## config.mk

```make
export PLATFORM = sky130hd
export DESIGN_NAME = tscrt_cell
export DESIGN_NICKNAME = d
export VERILOG_FILES = /design/src/rtl/core/tscrt_pkg.sv /design/src/rtl/core/tscrt_cell.sv
export SDC_FILE = /design/constraint.sdc
export NUM_CORES = 1
export LEC_CHECK = 0
export BUFFER_PORTS_ARGS = -buffer_cell sky130_fd_sc_hd__clkbuf_2
export CORE_AREA = 2 2 119 121
export CTS_CLUSTER_SIZE = 24
export DETAILED_ROUTE_END_ITERATION = 8
export DIE_AREA = 0 0 121 123
export GPL_TIMING_DRIVEN = 0
export HOLD_SLACK_MARGIN = 0.06
export PLACE_DENSITY = 0.71
export SLEW_MARGIN = 30
export SYNTH_ARGS = -nofsm -noshare
export SYNTH_HDL_FRONTEND = slang
export SYNTH_SLANG_ARGS = --single-unit
```

## constraint.sdc

```tcl
create_clock -name clock -period 8.1 [get_ports clock]
set_input_delay 1.62 -clock clock [delete_from_list [all_inputs] [get_ports clock]]
set_output_delay 1.62 -clock clock [all_outputs]
set_load 0.005 [all_outputs]
```

## src/rtl/core/tscrt_pkg.sv

```systemverilog
// ----------------------------------------------------------------------------
// Time-sorted call record table package
// Shared types and constants for the record table cells and top level.
// ----------------------------------------------------------------------------
package tscrt_pkg;

   localparam int TSCRT_DEPTH = 40;
   localparam int IDX_W       = 6;
   localparam int CNT_W       = 7;
   localparam int STAMP_W     = 40;

   // Request codes; the fourth code is unused and leaves the table alone.
   typedef enum logic [1:0] {
      REQ_ADD    = 2'd0,
      REQ_DELETE = 2'd1,
      REQ_READ   = 2'd2
   } req_kind_type;

   typedef enum logic [1:0] {
      ST_OK      = 2'd0,
      ST_RANGE   = 2'd1,
      ST_REFUSED = 2'd2
   } status_type;

   // What every cell of the chain does in the current cycle.
   typedef enum logic [1:0] {
      CELL_IDLE,
      CELL_ADD_OPEN,
      CELL_ADD_FULL,
      CELL_DELETE
   } cell_op_type;

   typedef struct packed {
      logic [STAMP_W-1:0] stamp;
      logic               is_new;
      logic [31:0]        payload;
   } cell_rec_type;

   typedef struct packed {
      cell_op_type  op;
      cell_rec_type rec;
      logic [IDX_W-1:0] index;
   } cell_cmd_type;

   typedef struct packed {
      logic [1:0]  req_type;
      logic [5:0]  index;
      logic [13:0] year;
      logic [3:0]  month;
      logic [4:0]  day;
      logic [4:0]  hour;
      logic [5:0]  minute;
      logic [5:0]  second;
      logic        is_new;
      logic [31:0] payload;
   } req_item_type;

   typedef struct packed {
      logic [1:0]  status;
      logic [13:0] out_year;
      logic [3:0]  out_month;
      logic [4:0]  out_day;
      logic [4:0]  out_hour;
      logic [5:0]  out_minute;
      logic [5:0]  out_second;
      logic        out_is_new;
      logic [31:0] out_payload;
      logic [6:0]  record_count;
      logic [6:0]  new_count;
   } rsp_item_type;

endpackage

```

## src/rtl/core/tscrt_cell.sv

```systemverilog
// ----------------------------------------------------------------------------
// Record table cell
// One slot of the sorted chain: compares its stamp with the broadcast one and
// holds, loads the new record, or takes a neighbor's record.
// ----------------------------------------------------------------------------
module tscrt_cell
   import tscrt_pkg::*;
#(
   parameter int DEPTH = TSCRT_DEPTH,
   parameter int POS   = 0
) (
   input  logic         clock,
   input  cell_cmd_type cmd,
   input  logic         valid_self,
   input  logic         valid_left,
   input  logic         valid_right,
   input  logic         later_left,
   input  logic         later_right,
   input  cell_rec_type rec_left,
   input  cell_rec_type rec_right,
   output logic         later_self,
   output cell_rec_type rec_out
);

   localparam logic [IDX_W-1:0] POS_IDX = IDX_W'(POS);
   localparam logic IS_FIRST = (POS == 0);
   localparam logic IS_LAST  = (POS == DEPTH - 1);

   cell_rec_type rec_ff;
   cell_rec_type rec_in;
   logic         take_left;
   logic         take_right;
   logic         load;

   assign later_self = valid_self && (rec_ff.stamp > cmd.rec.stamp);
   assign rec_out    = rec_ff;

   always_comb begin
      take_left  = 1'b0;
      take_right = 1'b0;
      load       = 1'b0;
      case (cmd.op)
         CELL_ADD_OPEN: begin
            // Records later than the new one move up by one slot.
            take_left = later_left;
            load      = !later_left && (IS_FIRST || valid_left)
                        && (later_self || !valid_self);
         end
         CELL_ADD_FULL: begin
            // Records not later move down; the oldest falls out of slot zero.
            take_right = !IS_LAST && !later_right && !later_self;
            load       = !later_self && (IS_LAST || later_right);
         end
         CELL_DELETE: begin
            take_right = (cmd.index <= POS_IDX) && valid_right;
         end
         default: begin
         end
      endcase
   end

   always_comb begin
      rec_in = rec_ff;
      if (load) begin
         rec_in = cmd.rec;
      end else if (take_left) begin
         rec_in = rec_left;
      end else if (take_right) begin
         rec_in = rec_right;
      end
   end

   always_ff @(posedge clock) begin
      rec_ff <= rec_in;
   end

endmodule

```

After elaboration in Yosys (flattened, before gate mapping). Cells that the tools add are included.

Register bits: 73. Bits of input ports: 233.

$lt $le $gt $ge: 2. Equality and inequality tests: 3. Multiplexer cells: 6. Reduce and logical (&&, ||, !) cells: 11.

Operator list (count): $mux W73 (3); $gt A40 B40 Y1 (1); $le A6 B1 Y1 const B (1); $logic_and A1 B1 Y1 (5); $eq A2 B2 Y1 const B (2); $logic_not A1 Y1 (4); $pmux W1 S2 (2); $reduce_bool A3 Y1 (1); $eq A2 B1 Y1 const B (1); $logic_or A1 B1 Y1 (1); $mux W1 (1).

Longest topological paths before layout. Gate-level depths: netlist (run 1).

Depth after elaboration: 8. Gate-level depth with buffers: 12. Gate-level depth less buffers: 10.

Worst setup path after synthesis (run 1). Ideal clock, no wire load.

Path kind: input-to-reg. Start point: input cmd[53] in the netlist's numbering. End point: register rec_ff (netlist bit rec_out[0]), enable pin. Arrival: 5.444 ns. Data required time: 7.652 ns. Setup slack: 2.208 ns. Cell stages on the path: 10. Path buffers: 2. Cell sequence: inv_1 > ha_1 > nand4_1 > or3_1 > or4_1 > nand3_1 > o221a_2 > buf_6 > buf_6 > a311o_1.

Longest elaborated chain between the ends: 6.

RTL lines: start, declared (line tscrt_cell.sv:13) `input cell_cmd_type cmd,`; $gt A40 B40 Y1 * (line tscrt_cell.sv:35) `assign later_self = valid_self && (rec_ff.stamp > cmd.rec.stamp);`; $logic_and A1 B1 Y1 * (line tscrt_cell.sv:35); $logic_not A1 Y1 / $logic_or A1 B1 Y1 (equally long branches) (line tscrt_cell.sv:51, tscrt_cell.sv:52, tscrt_cell.sv:47); $logic_and A1 B1 Y1 (on tied branches) (line tscrt_cell.sv:51, tscrt_cell.sv:47, tscrt_cell.sv:52); $pmux W1 S2 (line tscrt_cell.sv:42) `case (cmd.op)`; $reduce_bool A3 Y1 (no source line) *; end signal, assigned (line tscrt_cell.sv:74) `rec_ff <= rec_in;`; end, declared (line tscrt_cell.sv:29) `cell_rec_type rec_ff;`.

Mark *: on every way between the ends. The rest lies on a longest branch, timed or not. A chain may end at the register's enable or synchronous reset.

Worst setup path after layout (run 1).
Start point: input cmd[52] in the netlist's numbering. End point: output later_self.

Longest elaborated chain between the ends: 2.

RTL lines: $gt A40 B40 Y1 (line tscrt_cell.sv:35); $logic_and A1 B1 Y1 (line tscrt_cell.sv:35); end, declared (line tscrt_cell.sv:21) `output logic later_self,`.

Every way passes these cells.

==> key figures, run 1 <==
Status
  – Status: complete, no violations

Power
  – PD cells: approximately 160 nW/um^2
  – Peak supply drop: roughly 0.11 mV
  – Pleak: between 3 and 4 nW

Flow run
  – Max-cap violations: 0

Synthesis
  – Netlist cell types: 31
  – Syn Std Cell Area: slightly above 5000 um^2
  – Avg Cell Area, Syn: 12.7 um^2
  – EDFF count, synth: 73
  – Synth top area cells: edfxtp_1 44%, mux2i_1 16%, ha_1 11%
  – Dominant cell type by area after synthesis: edfxtp_1
  – Synth warn: 0
  – Syn nets: 673
  – Post-Syn Instances: 397
  – Top_reg_cell synth: edfxtp_1
  – Register bit count reported by yosys: 73
  – FFs w/ async S/R, synth: 0%
  – Post-synth top area share: between 40% and 50%
  – Sequential area share after synthesis: 43.5%

Hold path
  – Hold Startpoint: rec_out[72]$_DFFE_PP_
  – WHS Path Cells: 7
  – Worst hold path class: reg2reg
  – Hold path endpoint: rec_out[0]$_DFFE_PP_

Critical path
  – Crit. End Element: primary output
  – Worst setup startpoint: cmd[52]
  – CP Class: in2out
  – Worst path arrival time: about 3.9 ns
  – R2R cell count: 13
  – Worst Path Max Fanout: 2
  – CP Launch Type: primary input
  – CP required: about 6.5 ns
  – Worst r2r dst: rec_out[69]$_DFFE_PP_
  – R2r startpoint: rec_out[44]$_DFFE_PP_
  – R2r setup slk: ~3.8 ns

Finish
  – Finished Cell Area: ~7100 um^2
  – Max reg flops: 73
  – Most frequent cells in the layout: 305 x clkbuf_2, 78 x mux2i_1, 73 x edfxtp_1, 46 x inv_1, 43 x ha_1
  – Area Overhead vs Synth: 41.0%
  – Fraction of layout cells with a size suffix above 1: around 54%
  – Most common cell after layout, fill and taps aside: clkbuf_2
  – Fin nets: slightly below 1,000
  – Diode count: 0

Timing
  – Post-layout min period: ~5.5 ns
  – Clk_skew: ~0.0077 ns
  – Max-slew headroom: around 47%
  – Final setup vio count: 0
  – FMAX: about 180 MHz
  – RSZ-0062 raised after global routing: false
  – Setup TNS Final: 0 ns
  – Final period utilization: 68.0%
  – Final max-slew violation count: 0
  – Worst Tran Pin Value: approximately 0.79 ns
  – Final Hold Viols: 0

CTS
  – # clock sinks: between 70 and 80
  – Clock tree root buffer cell: clkbuf_16
  – Clk_lat worst skew: around 0.34 ns
  – Post-CTS setup buffers: 0
  – Clock Tree Buf Depth: 2
  – H-tree level count: 3
  – CTS tree: done
  – Resized cells post-CTS: 0
  – Post-CTS Hold Buffers: 0
  – CTS buffer count: 9
  – Clk slew on worst S/H paths: approximately 0.06 ns

Routing
  – # DRC: 0
  – Antenna Nets Post-Route: 0
  – 1st-pass router iterations: 4
  – Final WL: about 15,000 um
  – WL per Instance: 16.8 um
  – Vias/cell: roughly 4.9
  – 1st-iter DRT viols: 103
  – DR vias: roughly 4,400

Global route
  – First-pass GRT wire length: around 23,000 um
  – Global-route usage over all layers: approximately a fifth
  – Largest net degree at the start of global routing: 27
  – GRT overflow: 0
  – Initial antenna violation count: 0
  – Via count of the first global-routing pass: between 4,000 and 5,000

Placement
  – Port Buffer Count: around 310
  – Post-DP Area: between 6000 and 7000 um^2
  – Post-DP HPWL: between 10,000 and 15,000 um
  – GPL Wtd Cong: around 0.85

Die
  – Core area: about 14,000 um^2
  – Die height: around 120 um
  – Starting density of the core: a little under two fifths
  – Die Area: around 15,000 um^2
  – Width of the die: approximately 120 um
  – Total I/O pin count: 307
  – Row cnt: 43
==> logic make-up after synthesis <==
group | count (synthesis) | share of synthesized area, %
flip-flops | 73 | 43.5
AO/OA/AOI/OAI | 35 | 4.37
buffers and inverters | 62 | 5.32
adder cells (fa/ha/maj) | 43 | 10.7
AND/OR/NAND/NOR | 38 | 3.88
multiplexers | 146 | 32.2
==> synth_stat cells (2+ instances only) <==
library cell	number
buf_6	4
buf_2	4
clkbuf_1	8
nand3_1	6
mux2_1	14
edfxtp_1	73
nand4_1	7
ha_1	43
or4_1	2
a21oi_1	16
inv_1	46
mux2i_1	78
o21ai_0	4
a21o_1	6
nand2_1	14
mux2_2	34
a211oi_1	3
nor4_1	3
mux2_4	20
==> area by class of cell <==
type,instances,area (um^2)
repair buffers,307,1570
inverters,46,173
plain buffers,16,95.1
clock buffers,9,225
clock inverters,6,45.0
flip-flops and latches,73,2190
well taps,180,225
multi-input cells,262,2580
fillers,1203,6510
==> worst max-delay path: stages <==
cell	delay [ns]
clkbuf_2	0.08
inv_1	0.05
ha_1	0.30
a211oi_1	0.23
nor2_1	0.08
a2111oi_0	0.55
a21oi_1	0.13
nor4_1	0.43
nor2b_1	0.13
nand2_1	0.12
inv_1	0.04
clkbuf_2	0.12
==> layer usage <==
metal	global-route usage [%]	wire (um)	up-vias
li1	-	-	2122
met1	19.8	5270	2047
met2	37.8	8160	166
met3	7.01	1240	27
met4	8.50	416	0
met5	0	0	-
==> worst max-delay path by stage <==
stage	endpoint	slack [ns]	cells past startpoint
after floorplan	rec_out[0]$_DFFE_PP_	2.21	10
after global placement	rec_out[62]$_DFFE_PP_	0.37	12
after detailed placement	rec_out[63]$_DFFE_PP_	2.21	15
after CTS	later_self	2.35	12
after global routing	later_self	2.21	12
final	later_self	2.59	12
==> stage by stage <==
| step | worst slack (ns) | power, mW | util [%] | instances | hold WS, ns |
|---|---|---|---|---|---|
| 6_report | 2.59 | 1.11 | 52.1 | 899 | 1.42 |
| 5_1_grt | 2.21 | 1.16 | 52.1 | 899 | 1.52 |
| 4_1_cts | 2.35 | 1.12 | 52.1 | 899 | 1.46 |
| 3_5_place_dp | 2.21 | 0.748 | 50.2 | 884 | 1.45 |
| 3_3_place_gp | 0.374 | 0.737 | 49.9 | 882 | 1.42 |
| 2_1_floorplan | 2.21 | 0.620 | - | 397 | 1.28 |
==> power by group <==
| group | internal [mW] | total (mW) | switching, mW |
|---|---|---|---|
| registers | 0.463 | 0.477 | 0.0140 |
| logic | 0.139 | 0.260 | 0.121 |
| clock network | 0.207 | 0.372 | 0.165 |
| total | 0.808 | 1.11 | 0.300 |
No activity file was read; power rests on OpenSTA's default activity.
==> inputs of run 2 (changes only) <==
- CORE_AREA: 2 2 119 121 -> 2 2 120 122
- DIE_AREA: 0 0 121 123 -> 0 0 122 124
- PLACE_DENSITY: 0.71 -> 0.7
- clock period: 8.1 -> 5.3 ns (I/O delays scaled with it)
==> key figures, run 2 (synthesis gave the netlist of run 1 again) <==
CTS
  – Clock tree root buffer cell: clkbuf_16
  – Clk_lat worst skew: about 0.34 ns
  – CTS buffer count: 9
  – Resized cells post-CTS: 0
  – Clk slew on worst S/H paths: ~0.060 ns
  – # clock sinks: 73
  – Clock Tree Buf Depth: 2
  – Post-CTS Hold Buffers: 0
  – CTS tree: done
  – Post-CTS setup buffers: 0
  – H-tree level count: 3

Die
  – Row cnt: between 40 and 50
  – Core area: around 14,000 um^2
  – Starting density of the core: between 30% and 40%
  – Die Area: roughly 15,000 um^2
  – Total I/O pin count: around 300
  – Die height: around 120 um
  – Width of the die: approximately 120 um

Routing
  – 1st-iter DRT viols: 168
  – WL per Instance: about 17 um
  – DR vias: approximately 4,400
  – # DRC: 0
  – Vias/cell: 4.86
  – Final WL: 15,400 um
  – 1st-pass router iterations: 4
  – Antenna Nets Post-Route: 0

Global route
  – Initial antenna violation count: 0
  – Largest net degree at the start of global routing: 27
  – Most used routing layer: met2
  – Global-route usage over all layers: 20.1%
  – GRT overflow: 0
  – Grt met1 use: between 20% and 30%
  – First-pass GRT wire length: 22,900 um
  – Met3 Use GR: around 6.8%
  – Routing usage on met2: a little under two fifths
  – Via count of the first global-routing pass: between 4,000 and 5,000

Finish
  – Max reg flops: between 70 and 80
  – Diode count: 0
  – Fin nets: about 1,000
  – Fraction of layout cells with a size suffix above 1: a little over half
  – Finished Cell Area: between 7000 and 8000 um^2
  – Most common cell after layout, fill and taps aside: clkbuf_2
  – Area Overhead vs Synth: 42.2%
  – Most frequent cells in the layout: 305 x clkbuf_2, 78 x mux2i_1, 73 x edfxtp_1, 46 x inv_1, 43 x ha_1

Timing
  – Final max-slew violation count: 0
  – Final worst setup slack: roughly 0.47 ns
  – Post-layout min period: between 4 and 5 ns
  – Final period utilization: about nine tenths
  – Clk_skew: ~0.0070 ns
  – Worst Tran Pin Value: between 0.8 and 0.9 ns
  – Max-slew headroom: between 40 and 50%
  – FMAX: ~210 MHz
  – Setup TNS Final: 0 ns
  – Hold WS: roughly 1 ns
  – Final setup vio count: 0
  – Final Hold Viols: 0
  – RSZ-0062 raised after global routing: false

Critical path
  – R2R cell count: 13
  – Worst setup path end: rec_out[61]$_DFFE_PP_
  – Max incr delay on CP: ~0.66 ns
  – Worst path arrival time: just under 5 ns
  – R2r setup slk: about 0.92 ns
  – CP Class: in2reg
  – CP required: approximately 5.4 ns
  – Worst setup startpoint: cmd[54]
  – Worst r2r dst: rec_out[61]$_DFFE_PP_
  – CP most frequent cell: buf_6
  – Worst Path Max Fanout: 26
  – Crit. End Element: flop
  – CP cell instances: clkbuf_2, inv_1, ha_1, nand4_1, a211oi_1, a2111oi_0, a21oi_1, nor4_1, nor2b_1, o221a_2, buf_6, buf_6, a311o_2, buf_16, buf_12
  – R2r startpoint: rec_out[46]$_DFFE_PP_
  – CP Launch Type: primary input
  – Worst path slowest cell: a2111oi_0

Flow run
  – Max-cap violations: 0

Power
  – PD cells: 247 nW/um^2
  – Pleak: approximately 3.7 nW
  – Peak supply drop: around 0.15 mV

Placement
  – GPL Wtd Cong: about 0.84
  – Dpl ws: 0.00346 ns
  – Port Buffer Count: 305
  – Post-DP HPWL: 12,900 um
  – Post-DP Area: about 7000 um^2

Hold path
  – Worst hold path class: in2reg
  – Hold Startpoint: cmd[11]

Status
  – Status: complete, no violations
## run 2: cell count changes in the layout (fill, tap and decap cells not counted), sizes merged
cell	before	now
clkinvlp	3	0
bufinv	0	2
buf	10	11
clkinv	2	3
inv	47	46
## run 2: worst min path at each step
stage                                  endpoint  slack, ns  cells past startpoint
after floorplan           rec_out[10]$_DFFE_PP_       1.26                      1
after global placement     rec_out[1]$_DFFE_PP_       1.35                      2
after detailed placement   rec_out[9]$_DFFE_PP_       1.35                      2
after CTS                  rec_out[1]$_DFFE_PP_       1.00                      2
after global routing       rec_out[1]$_DFFE_PP_       1.01                      2
final                      rec_out[5]$_DFFE_PP_       1.01                      2
## run 2: metrics by stage
step	power [mW]	std cells	utilization, %
after floorplan	0.945	397	-
after global placement	1.13	882	49.5
after detailed placement	1.15	885	50.0
after CTS	1.79	899	52.2
after global routing	1.86	899	52.2
final	1.77	899	52.2
## run 2: routing by layer
metal | wire length, um | vias up | share of wire [%]
li1 | - | 2126 | -
met1 | 5610 | 2025 | 36
met2 | 8070 | 189 | 52
met3 | 1390 | 25 | 9.0
met4 | 329 | 0 | 2.1
met5 | 0 | - | 0
## run 2: area by class of cell
cell class	count	area, um^2
fill	1249	6560
multi-input combinational	262	2580
sequential	73	2190
timing repair buffer	308	1600
clock buffer	9	225
tap	180	225
inverter	46	173
buffer	16	95.1
clock inverter	5	72.6
## run 2: report_power, final
part | internal (mW) | leakage, nW | switching, mW
logic | 0.219 | 2.86 | 0.190
registers | 0.707 | 0.687 | 0.0214
clock network | 0.403 | 0.146 | 0.229
total | 1.33 | 3.69 | 0.441
## run 2: critical path, delay by kind of cell
family | cells | cell delay, ns
AND/OR/NAND/NOR | 3 | 0.84
AO/OA/AOI/OAI | 5 | 1.79
buffers and inverters | 6 | 0.90
adder cells (fa/ha/maj) | 1 | 0.31
